**config.mk**
```make
export PLATFORM = sky130hd
export DESIGN_NAME = bcr_div
export DESIGN_NICKNAME = d
export VERILOG_FILES = /design/src/rtl/core/bcr_pkg.sv /design/src/rtl/core/bcr_div.sv
export SDC_FILE = /design/constraint.sdc
export NUM_CORES = 1
export LEC_CHECK = 0
export ABC_CLOCK_PERIOD_IN_PS = 2700
export BUFFER_PORTS_ARGS = -buffer_cell sky130_fd_sc_hd__buf_2
export CORE_MARGIN = 5
export CORE_UTILIZATION = 33
export CTS_CLUSTER_SIZE = 40
export DETAILED_ROUTE_END_ITERATION = 6
export PLACE_DENSITY = 0.59
export SLEW_MARGIN = 20
export SYNTH_ARGS = -nofsm -noshare
export SYNTH_HDL_FRONTEND = slang
export SYNTH_SLANG_ARGS = --single-unit
```
**constraint.sdc**
```tcl
create_clock -name clk -period 2.7 [get_ports clk]
set_clock_uncertainty 0.15 [all_clocks]
set_input_delay 0.405 -clock clk [delete_from_list [all_inputs] [get_ports clk]]
set_output_delay 0.405 -clock clk [all_outputs]
set_load 0.03 [all_outputs]
```
**src/rtl/core/bcr_pkg.sv**
```systemverilog
// Package for the byte-code register machine: sizes, codes, payload types and helpers.
`timescale 1ns / 1ps
package bcr_pkg;

	// Memory sizes; RAM_DEPTH is a power of two so that address wrap is a mask
	localparam int RAM_DEPTH     = 65536;
	localparam int RAM_AW        = $clog2(RAM_DEPTH);
	localparam int PALETTE_BASE  = 64768;
	localparam int PALETTE_COUNT = 256;
	localparam int PALETTE_END   = PALETTE_BASE + 3 * PALETTE_COUNT;
	localparam int REG_COUNT     = 256;
	localparam int REG_AW        = $clog2(REG_COUNT);

	// Request functions
	localparam logic [2:0] FN_WRITE = 3'd0;
	localparam logic [2:0] FN_EXEC  = 3'd1;
	localparam logic [2:0] FN_RDREG = 3'd2;
	localparam logic [2:0] FN_RDRAM = 3'd3;
	localparam logic [2:0] FN_RESET = 3'd4;

	// Opcodes
	localparam logic [7:0] OP_HALT    = 8'd0;
	localparam logic [7:0] OP_JMP     = 8'd1;
	localparam logic [7:0] OP_JZ      = 8'd2;
	localparam logic [7:0] OP_JNZ     = 8'd3;
	localparam logic [7:0] OP_LD32    = 8'd4;
	localparam logic [7:0] OP_LD8     = 8'd5;
	localparam logic [7:0] OP_LD32P   = 8'd6;
	localparam logic [7:0] OP_LD8P    = 8'd7;
	localparam logic [7:0] OP_ST32    = 8'd8;
	localparam logic [7:0] OP_ST8     = 8'd9;
	localparam logic [7:0] OP_STR32P  = 8'd10;
	localparam logic [7:0] OP_STR8P   = 8'd11;
	localparam logic [7:0] OP_SETW    = 8'd12;
	localparam logic [7:0] OP_SET8    = 8'd13;
	localparam logic [7:0] OP_COPY    = 8'd14;
	localparam logic [7:0] OP_ADD     = 8'd15;
	localparam logic [7:0] OP_SUB     = 8'd16;
	localparam logic [7:0] OP_MUL     = 8'd17;
	localparam logic [7:0] OP_DIV     = 8'd18;
	localparam logic [7:0] OP_AND     = 8'd19;
	localparam logic [7:0] OP_OR      = 8'd20;
	localparam logic [7:0] OP_XOR     = 8'd21;
	localparam logic [7:0] OP_NOT     = 8'd22;
	localparam logic [7:0] OP_SHL     = 8'd23;
	localparam logic [7:0] OP_SHR     = 8'd24;

	typedef logic [RAM_AW-1:0] ram_addr_t;

	typedef struct packed {
		logic [2:0]  func;
		logic [15:0] location;
		logic [7:0]  byte_in;
	} req_t;

	typedef struct packed {
		logic [31:0] read_data;
		logic        halted;
		logic [15:0] next_pc;
	} rsp_t;

	// Wrap a byte address at the RAM size
	function automatic ram_addr_t ram_addr(input logic [31:0] a);
		return a[RAM_AW-1:0];
	endfunction

	// Widen a 3-bit color channel by bit replication
	function automatic logic [7:0] widen3(input logic [2:0] v);
		return {v, v, v[2:1]};
	endfunction

	// Widen a 2-bit color channel by bit replication
	function automatic logic [7:0] widen2(input logic [1:0] v);
		return {v, v, v, v};
	endfunction

endpackage

```
**src/rtl/core/bcr_div.sv**
```systemverilog
// Restoring 32-bit unsigned divider, one quotient bit per cycle.
`timescale 1ns / 1ps
module bcr_div import bcr_pkg::*; (
	input  logic        clk,
	input  logic        arst_n,
	input  logic        start,
	input  logic [31:0] dividend,
	input  logic [31:0] divisor,
	output logic        done,
	output logic [31:0] quotient
);

	logic        busy_q;
	logic [5:0]  cnt_q;
	logic [32:0] rem_q;
	logic [31:0] quo_q;
	logic [31:0] dvs_q;
	logic [32:0] shifted;
	logic        fits;

	// Shift in the next dividend bit and compare against the divisor
	assign shifted  = {rem_q[31:0], quo_q[31]};
	assign fits     = shifted >= {1'b0, dvs_q};
	assign quotient = quo_q;

	// Iterate; a zero divisor gives all ones naturally
	always_ff @(posedge clk or negedge arst_n) begin
		if (!arst_n) begin
			busy_q <= 1'b0;
			cnt_q  <= '0;
			done   <= 1'b0;
		end else begin
			done <= 1'b0;
			if (start) begin
				busy_q <= 1'b1;
				cnt_q  <= '0;
				rem_q  <= '0;
				quo_q  <= dividend;
				dvs_q  <= divisor;
			end else if (busy_q) begin
				rem_q <= fits ? shifted - {1'b0, dvs_q} : shifted;
				quo_q <= {quo_q[30:0], fits};
				cnt_q <= cnt_q + 6'd1;
				if (cnt_q == 6'd31) begin
					busy_q <= 1'b0;
					done   <= 1'b1;
				end
			end
		end
	end

endmodule
```
==> metrics.md, run 1 <==
| Metric | Value |
|---|---|
| GRT met2 Usage | `26.47%` |
| Fin cells | `1,102` |
| Vias in the first global route | `5,637` |
| Maximum VDD drop | `348.8 uV` |
| Status | `finished with violations` |
| 1st-pass router iterations | `5` |
| Cell Area, Placed | `0.008130 mm^2` |
| Max Slew Vio Count | `0` |
| Final setup margin | `-0.09263 ns` |
| Antenna violations before repair | `0` |
| Total power | `0.006462 W` |
| Dpl cells | `1,066` |
| Num CTS Buffers | `9` |
| Share of cells above drive strength 1 | `47.31%` |
| Die width | `150.0 um` |
| Crit path arrival time | `2.86 ns` |
| P_leak | `3.783 nW` |
| Synthesized area per cell | `10.50 um^2` |
| Post-synth EDFFs | `96` |
| HP Class | `in2reg` |
| Root Buffer | `clkbuf_16` |
| RSZ-0062 raised after global routing | `yes` |
| Tightest Pin Transition | `0.4526 ns` |
| Seq/Total Area, Yosys | `47.66%` |
| Reg clk slew, reported paths | `0.09 ns` |
| Area Overhead vs Synth | `42.82%` |
| Final Setup Violations | `19` |
| CP Max Fanout | `6` |
| Worst skew pair latency | `0.37 ns` |
| PortBufs | `99` |
| Drt drc | `0` |
| Sink Count | `104` |
| Gr busiest metal | `met2` |
| Initial Util | `33.35%` |
| Met1 Resource Use GR | `20.66%` |
| # diodes | `0` |
| Routed wire length per instance | `16.08 um` |
| Final hold viol count | `0` |
| Met3 Use GR | `5.300%` |
| Detailed Place HPWL | `12,900 um` |
| Reg power frac | `32.6%` |
| Core area | `0.01940 mm^2` |
| Failing checks | `setup timing` |
| Combinational share of power | `45.8%` |
| Fin util | `47.63%` |
| Internal power | `0.004182 W` |
| FMAX | `358.1 MHz` |
| Post-DRT Antenna Nets | `0` |
| Die Span Y | `150.0 um` |
| Post-route minimum period | `2.793 ns` |
| Register bit total from synthesis | `104` |
| Crit path launch type | `register` |
| Syn nets | `717` |
| Critical path type | `reg2reg` |
| Total GRT Usage | `16.02%` |
| CTS tree | `built` |
| CP endpoint kind | `register` |
| H-Tree Depth | `3` |
| Synthesized cell area | `0.006469 mm^2` |
| Final Cell Area | `0.009239 mm^2` |
| Worst Hold Path Cells | `1` |
| Placement Rows | `51` |
| Yosys synthesis warning count | `0` |
| WL final | `17,720 um` |
| Async set or reset register ratio after synthesis | `7.692%` |
| Most common flop cell mapped by yosys | `edfxtp_1` |
| Setup_tns | `-0.6578 ns` |
| Final period utilization | `103.4%` |
| Total gr overflow | `0` |
| Nets | `933` |
| Worst r2r path cells | `10` |
| PD cells | `699.4 mW/mm^2` |
| Switching power | `0.002279 W` |
| Clk buf depth | `2` |
| Net Sw Frac | `35.27%` |
| Slew headroom | `69.51%` |
| Worst EP required | `2.77 ns` |
| I/O Pins | `100` |
| 1st-iter DRT viols | `358` |
| Routed via count | `5,525` |
| GPL Wtd Cong | `0.8608` |
| DIE AREA | `0.02250 mm^2` |
| Yosys cell types | `66` |
| Gate Count Post-Synth | `616` |
| Part of the power in the clock network | `21.5%` |
| Largest net degree at the start of global routing | `33` |
| Vias/cell | `5.014` |
| Max cap viols | `0` |
| First-pass GRT wire length | `28,520 um` |
cell usage in the layout (no fill, tap or decap), drive strengths merged, types with 3 or more instances in the layout:
master / synthesis / final
ha: 33 / 33
edfxtp: 96 / 96
a211oi: 20 / 20
nand4: 7 / 7
nand3: 20 / 20
mux2: 35 / 35
o211ai: 15 / 15
nor4: 3 / 3
nand2: 51 / 51
nor2b: 6 / 6
a31oi: 6 / 6
o21bai: 4 / 4
a311oi: 4 / 4
or3: 4 / 4
and3: 6 / 6
xnor2: 18 / 18
and2: 5 / 5
inv: 42 / 45
a21boi: 3 / 3
clkinv: 0 / 4
dfrtp: 8 / 8
nand2b: 8 / 8
or2: 3 / 3
a21o: 5 / 5
nor2: 55 / 55
buf: 18 / 234
mux2i: 15 / 15
a21oi: 37 / 37
o21ai: 24 / 24
xor2: 11 / 11
nor3: 8 / 8
clkbuf: 12 / 9
Yosys cell counts, drive strengths merged (5+ instances only):
cell | n | area (um^2)
nor2b | 6 | 37.54
nand4 | 7 | 43.79
and2 | 5 | 31.28
mux2i | 15 | 150.1
a21o | 5 | 37.54
nor2 | 55 | 206.5
mux2 | 35 | 397.9
and3 | 6 | 37.54
xor2 | 11 | 96.34
a31oi | 6 | 37.54
clkbuf | 12 | 45.04
edfxtp | 96 | 2883
nor3 | 8 | 40.04
o21ai | 24 | 123.9
nand2 | 51 | 191.4
a21oi | 37 | 188.9
nand2b | 8 | 50.05
xnor2 | 18 | 157.7
o211ai | 15 | 112.6
nand3 | 20 | 100.1
inv | 42 | 157.7
dfrtp | 8 | 200.2
ha | 33 | 412.9
a211oi | 20 | 155.1
buf | 18 | 100.1
worst paths after layout:
path | slack [ns] | end | from
worst max-delay path | -0.09 | rem_q[0] | rem_q[23]
worst min-delay path | 0.05 | dvs_q[8] | divisor[8]
worst max register to register | -0.09 | rem_q[0] | rem_q[23]
worst min register to register | 0.39 | busy_q | cnt_q[5]
max in group asynchronous | 1.65 | done | arst_n
min in group asynchronous | 0.55 | cnt_q[4] | arst_n
worst max-delay path: stages (launching register included):
cell       delay (ns)
edfxtp_1         0.43
ha_4             0.31
and4_4           0.24
and2_4           0.17
o2111ai_2        0.12
o21ai_2          0.10
a21oi_2          0.06
a32oi_4          0.37
buf_12           0.18
mux2_4           0.30
a211oi_2         0.20
registers in the layout (all words and copies together), names as in the netlist:
signal    flops
dvs_q        32
quotient     32
rem_q        32
cnt_q         6
busy_q        1
done          1
kinds of logic after synthesis:
logic type,share of synthesized area [%]
buffers and inverters,4.681
DFF,47.66
xor gates and xnor gates,3.926
muxes,8.472
and+or+nand+nor,13.35
adders and majority gates,6.693
AOI/OAI and AO/OA,15.22
what timing repair did:
item                                   CTS  global route
gates cloned                             1             0
gates resized for setup                 65            61
pin swaps                               37            33
setup endpoints to repair               31            31
setup buffers                           13             8
endpoints found under the hold margin    8             0
hold buffers                             1             0
stage by stage:
step / setup WS (ns) / hold WS, ns
finish: -0.09263 / 0.05203
detailed placement: -0.2081 / 0.3105
global route: -0.1814 / 0.03483
global placement: -0.1604 / 0.3057
CTS: -0.08748 / 0.03593
floorplan: -0.08561 / -0.04059
power by group through the flow:
stage	logic [W]	registers, W	clock network [W]
2_1_floorplan	0.00142	0.00218	0
6_report	0.00296	0.00211	0.00139
4_1_cts	0.00277	0.00211	0.00144
5_1_grt	0.00323	0.00213	0.00150
3_3_place_gp	0.00241	0.00211	0
3_5_place_dp	0.00243	0.00212	0
layout make-up:
| class | instances | area, um^2 |
|---|---|---|
| fillers | 1806 | 10160 |
| multi-input cells | 440 | 3767 |
| flip-flops and latches | 104 | 3083 |
| repair buffers | 235 | 1590 |
| well taps | 265 | 331.6 |
| clock buffers | 9 | 225.2 |
| inverters | 42 | 157.7 |
| clock inverters | 7 | 83.83 |
routing by layer:
layer / part of all wire, % / vias up
li1: - / 2716
met4: 1.4 / 0
met3: 8.3 / 17
met2: 47 / 189
met1: 44 / 2603
met5: 0 / -
No activity file was read; power rests on OpenSTA's default activity.
==> run 2, diff against run 1 <==
--- a/config.mk
+++ b/config.mk
@@ -16,3 +16,4 @@
 export SYNTH_ARGS = -nofsm -noshare
 export SYNTH_HDL_FRONTEND = slang
 export SYNTH_SLANG_ARGS = --single-unit
+export TNS_END_PERCENT = 5
==> metrics.md, run 2 (synthesis results as in run 1) <==
| Metric | Value |
|---|---|
| Die Span Y | `150.0 um` |
| Die width | `150.0 um` |
| PortBufs | `99` |
| CP Max Fanout | `7` |
| Final Setup Violations | `30` |
| Final hold viol count | `0` |
| Final period utilization | `106.4%` |
| Maximum VDD drop | `408.7 uV` |
| Nets | `937` |
| Reg power frac | `33.2%` |
| Net Sw Frac | `34.54%` |
| Most frequent cells in the layout | `buf_4 (131), buf_2 (99), edfxtp_1 (96), nor2_1 (54), nand2_1 (50)` |
| CTS tree | `built` |
| Slew headroom | `62.15%` |
| Routed via count | `5,471` |
| Part of the power in the clock network | `21.7%` |
| Total GRT Usage | `16.24%` |
| Drt drc | `0` |
| Clk buf depth | `2` |
| RSZ-0062 raised after global routing | `yes` |
| Met1 Resource Use GR | `20.27%` |
| Total gr overflow | `0` |
| Antenna violations before repair | `0` |
| Crit path launch type | `register` |
| Setup_tns | `-2.498 ns` |
| Worst EP required | `2.76 ns` |
| Internal power | `0.004155 W` |
| First-pass GRT wire length | `29,020 um` |
| Vias/cell | `4.947` |
| Status | `finished with violations` |
| Placement Rows | `51` |
| Gr busiest metal | `met2` |
| I/O Pins | `100` |
| GPL Wtd Cong | `0.9170` |
| Hold Buf Count CTS | `0` |
| GRT met2 Usage | `27.60%` |
| Max cap viols | `0` |
| Tightest Pin Transition | `0.5677 ns` |
| 1st-iter DRT viols | `317` |
| Sink Count | `104` |
| 1st-pass router iterations | `6` |
| Combinational share of power | `45.1%` |
| Final setup margin | `-0.1727 ns` |
| FMAX | `348.1 MHz` |
| Switching power | `0.002192 W` |
| WL final | `17,730 um` |
| P_leak | `3.764 nW` |
| Share of cells above drive strength 1 | `42.93%` |
| DIE AREA | `0.02250 mm^2` |
| Vias in the first global route | `5,816` |
| Num CTS Buffers | `9` |
| Initial Util | `33.35%` |
| Largest net degree at the start of global routing | `41` |
| Worst skew pair latency | `0.37 ns` |
| HP Class | `in2reg` |
| # diodes | `0` |
| H-Tree Depth | `3` |
| Max Slew Vio Count | `0` |
| Most common cell after layout, fill and taps aside | `buf_4` |
| Failing checks | `setup timing` |
| Crit path arrival time | `2.93 ns` |
| Core area | `0.01940 mm^2` |
| Area Overhead vs Synth | `39.54%` |
| Reg clk slew, reported paths | `0.09 ns` |
| Post-DRT Antenna Nets | `0` |
| Post-route minimum period | `2.873 ns` |
| DP Worst Slack | `-0.2131 ns` |
| Root Buffer | `clkbuf_16` |
| Detailed Place HPWL | `12,930 um` |
| Met3 Use GR | `4.936%` |
| Routed wire length per instance | `16.03 um` |
| PD cells | `703.2 mW/mm^2` |
| CP endpoint kind | `register` |
| Critical path type | `reg2reg` |
[run 2: stage by stage]
step	area [um^2]	hold WS, ns	total power [W]	std cells	utilization [%]
final	9026	0.05349	0.006347	1106	46.53
after global routing	9026	0.03712	0.006736	1106	46.53
after CTS	8977	0.03781	0.006374	1105	46.28
after detailed placement	8233	0.3710	0.004622	1080	42.44
after global placement	8233	0.3557	0.004609	1080	42.44
after floorplan	6513	-0.04059	0.003600	616	-
[run 2: timing repair]
action,4_1_cts,5_1_grt
gates cloned,1,0
gates resized for setup,57,9
pin swaps,35,10
setup endpoints to repair,30,33
setup buffers,8,2
[run 2: per-layer routing]
layer / routed length, um / up-vias
met5: 0 / -
met2: 8295 / 133
met4: 204 / 0
li1: - / 2724
met3: 1163 / 18
met1: 8066 / 2596
[run 2: final cells by class]
type	count	area [um^2]
multi-input combinational	440	3517
fill	1869	10370
tap	265	331.6
timing repair buffer	239	1628
sequential	104	3083
clock inverter	7	83.83
clock buffer	9	225.2
inverter	42	157.7
[run 2: final timing paths]
check / from / to / slack [ns] / cells past startpoint
max: rem_q[19] / rem_q[0] / -0.17 / 10
max in group asynchronous: arst_n / done / 1.95 / 2
min reg2reg: cnt_q[5] / busy_q / 0.39 / 2
min in group asynchronous: arst_n / cnt_q[0] / 0.07 / 2
min: divisor[10] / dvs_q[10] / 0.05 / 1
max reg2reg: rem_q[19] / rem_q[0] / -0.17 / 10
[run 2: critical path, stage by stage, from the launching register on]
cell	delay, ns
edfxtp_1	0.44
ha_4	0.32
o21ai_0	0.12
a22oi_2	0.24
o2111ai_1	0.14
o21ai_1	0.14
a21oi_2	0.08
a32oi_4	0.34
buf_12	0.19
mux2_2	0.35
a211oi_2	0.21
[run 2: power groups by stage]
stage | Combinational [W] | Sequential (W) | Clock [W]
2_1_floorplan | 0.00142 | 0.00218 | 0
3_3_place_gp | 0.00250 | 0.00211 | 0
3_5_place_dp | 0.00251 | 0.00212 | 0
4_1_cts | 0.00284 | 0.00211 | 0.00143
5_1_grt | 0.00311 | 0.00213 | 0.00149
6_report | 0.00286 | 0.00211 | 0.00138
==> run 3, diff against run 2 <==
--- a/config.mk
+++ b/config.mk
@@ -8,10 +8,10 @@
 export ABC_CLOCK_PERIOD_IN_PS = 2700
 export BUFFER_PORTS_ARGS = -buffer_cell sky130_fd_sc_hd__buf_2
 export CORE_MARGIN = 5
-export CORE_UTILIZATION = 33
+export CORE_UTILIZATION = 52
 export CTS_CLUSTER_SIZE = 40
 export DETAILED_ROUTE_END_ITERATION = 6
-export PLACE_DENSITY = 0.59
+export PLACE_DENSITY = 0.83
 export SLEW_MARGIN = 20
 export SYNTH_ARGS = -nofsm -noshare
 export SYNTH_HDL_FRONTEND = slang
==> metrics.md, run 3 (synthesis results as in run 1) <==
| Metric | Value |
|---|---|
| PD cells | `716.1 mW/mm^2` |
| Switching power | `0.002224 W` |
| CTS tree | `built` |
| First-pass GRT wire length | `28,840 um` |
| I/O Pins | `100` |
| Part of the power in the clock network | `21.6%` |
| Cell Area, Placed | `0.008048 mm^2` |
| Nets | `933` |
| Post-DRT Antenna Nets | `0` |
| Final Setup Violations | `32` |
| H-Tree Depth | `3` |
| Die Span Y | `121.5 um` |
| 1st-iter DRT viols | `422` |
| Storage cell area | `0.003083 mm^2` |
| Antenna violations before repair | `0` |
| Sink Count | `104` |
| RSZ-0062 raised after global routing | `yes` |
| Tightest Pin Transition | `0.5909 ns` |
| Max Slew Vio Count | `0` |
| Final setup margin | `-0.1742 ns` |
| FMAX | `347.9 MHz` |
| WL final | `17,690 um` |
| Die width | `121.5 um` |
| Area Overhead vs Synth | `37.00%` |
| Reg power frac | `33.2%` |
| Worst EP required | `2.64 ns` |
| Share of cells above drive strength 1 | `43.13%` |
| Final Cell Area | `0.008862 mm^2` |
| Routed wire length per instance | `17.60 um` |
| Fin util | `73.17%` |
| Critical path type | `reg2reg` |
| Most common cell after layout, fill and taps aside | `buf_4` |
| Most frequent cells in the layout | `buf_4 (129), buf_2 (99), edfxtp_1 (96), nor2_1 (51), nand2_1 (50)` |
| HP Class | `in2reg` |
| # diodes | `0` |
| Core area | `0.01211 mm^2` |
| Drt drc | `0` |
| Combinational share of power | `45.2%` |
| Largest net degree at the start of global routing | `50` |
| Multi-input gate area in the final layout | `0.003515 mm^2` |
| Initial Util | `53.41%` |
| PortBufs | `99` |
| Total GRT Usage | `24.53%` |
| Internal power | `0.004122 W` |
| Net Sw Frac | `35.05%` |
| 1st-pass router iterations | `4` |
| Slew headroom | `60.19%` |
| DIE AREA | `0.01477 mm^2` |
| Placement Rows | `40` |
| Vias in the first global route | `5,990` |
| GPL Wtd Cong | `0.9456` |
| R2R setup slack | `-0.17 ns` |
| Routed via count | `5,685` |
| Vias/cell | `5.657` |
| CP Max Fanout | `12` |
| Worst skew pair latency | `0.37 ns` |
| Maximum VDD drop | `505.0 uV` |
| P_leak | `3.746 nW` |
| FILL cells | `832` |
| Crit path arrival time | `2.82 ns` |
| Clk buf depth | `2` |
| Total gr overflow | `0` |
| Post-route minimum period | `2.874 ns` |
| Detailed Place HPWL | `12,840 um` |
| Status | `finished with violations` |
| Max cap viols | `0` |
| Final period utilization | `106.5%` |
| Final hold viol count | `0` |
| Reg clk slew, reported paths | `0.08 ns` |
| Failing checks | `setup timing` |
| Root Buffer | `clkbuf_16` |
| Num CTS Buffers | `9` |
| CP endpoint kind | `register` |
| Crit path launch type | `register` |
## run 3: changes by cell type in the layout (fill, tap and decap cells not counted), sizes merged
cell	change
bufbuf	+1
clkinv	-1
dlygate4sd3	+1
buf	-6
inv	+1
## run 3: worst paths after layout
kind,start,endpoint,depth (start not counted)
setup / recovery,rem_q[15],rem_q[15],11
hold / removal,divisor[8],dvs_q[8],1
setup reg to reg,rem_q[15],rem_q[15],11
hold reg to reg,cnt_q[5],busy_q,2
max in group asynchronous,arst_n,cnt_q[3],3
min in group asynchronous,arst_n,busy_q,2
## run 3: area by class of cell
type                            instances  area share, %
Inverter                               42          1.779
Clock inverter                          7          1.031
Timing Repair Buffer                  235          17.83
Sequential cell                       104          34.79
Tap cell                              168          2.372
Clock buffer                            9          2.541
Multi-Input combinational cell        440          39.66
## run 3: timing repair
| action | CTS | global route |
|---|---|---|
| hold buffers | 1 | 0 |
| endpoints found under the hold margin | 8 | 0 |
| setup endpoints to repair | 33 | 33 |
| resized for setup | 34 | 38 |
| pin swaps | 14 | 18 |
| cloned | 1 | 0 |
| setup buffers | 6 | 3 |
## run 3: metrics by stage
stage | cells | setup TNS (ns) | hold slack, ns | power, W | worst slack (ns)
detailed placement | 978 | -7.452 | 0.08465 | 0.004574 | -0.3639
floorplan | 616 | -0.1583 | -0.04059 | 0.003600 | -0.08561
global route | 1005 | -6.522 | 0.04236 | 0.006693 | -0.2701
finish | 1005 | -3.488 | 0.05411 | 0.006347 | -0.1742
global placement | 978 | -6.452 | 0.08593 | 0.004482 | -0.2883
CTS | 1002 | -3.329 | 0.04012 | 0.006162 | -0.1760
## run 3: layer usage
layer,routed length (um),GRT usage [%]
met1,7155,30.26
met2,8821,41.76
met3,1250,6.035
met4,459,9.174
met5,0,0
## run 3: power groups by stage
stage | logic (W) | clock network [W] | registers (W)
after floorplan | 0.00142 | 0 | 0.00218
after global placement | 0.00237 | 0 | 0.00211
after detailed placement | 0.00246 | 0 | 0.00212
after CTS | 0.00267 | 0.00140 | 0.00209
after global routing | 0.00310 | 0.00147 | 0.00213
final | 0.00287 | 0.00137 | 0.00211
## run 3: critical path, stage by stage (launching register included)
cell and delay [ns]:
edfxtp_1 0.46, ha_4 0.33, nand3_1 0.17, nor4b_2 0.30
a31oi_1 0.07, o21ai_2 0.10, a21oi_2 0.10, a32oi_4 0.25
buf_6 0.17, buf_12 0.17, mux2i_1 0.23, a211oi_2 0.09
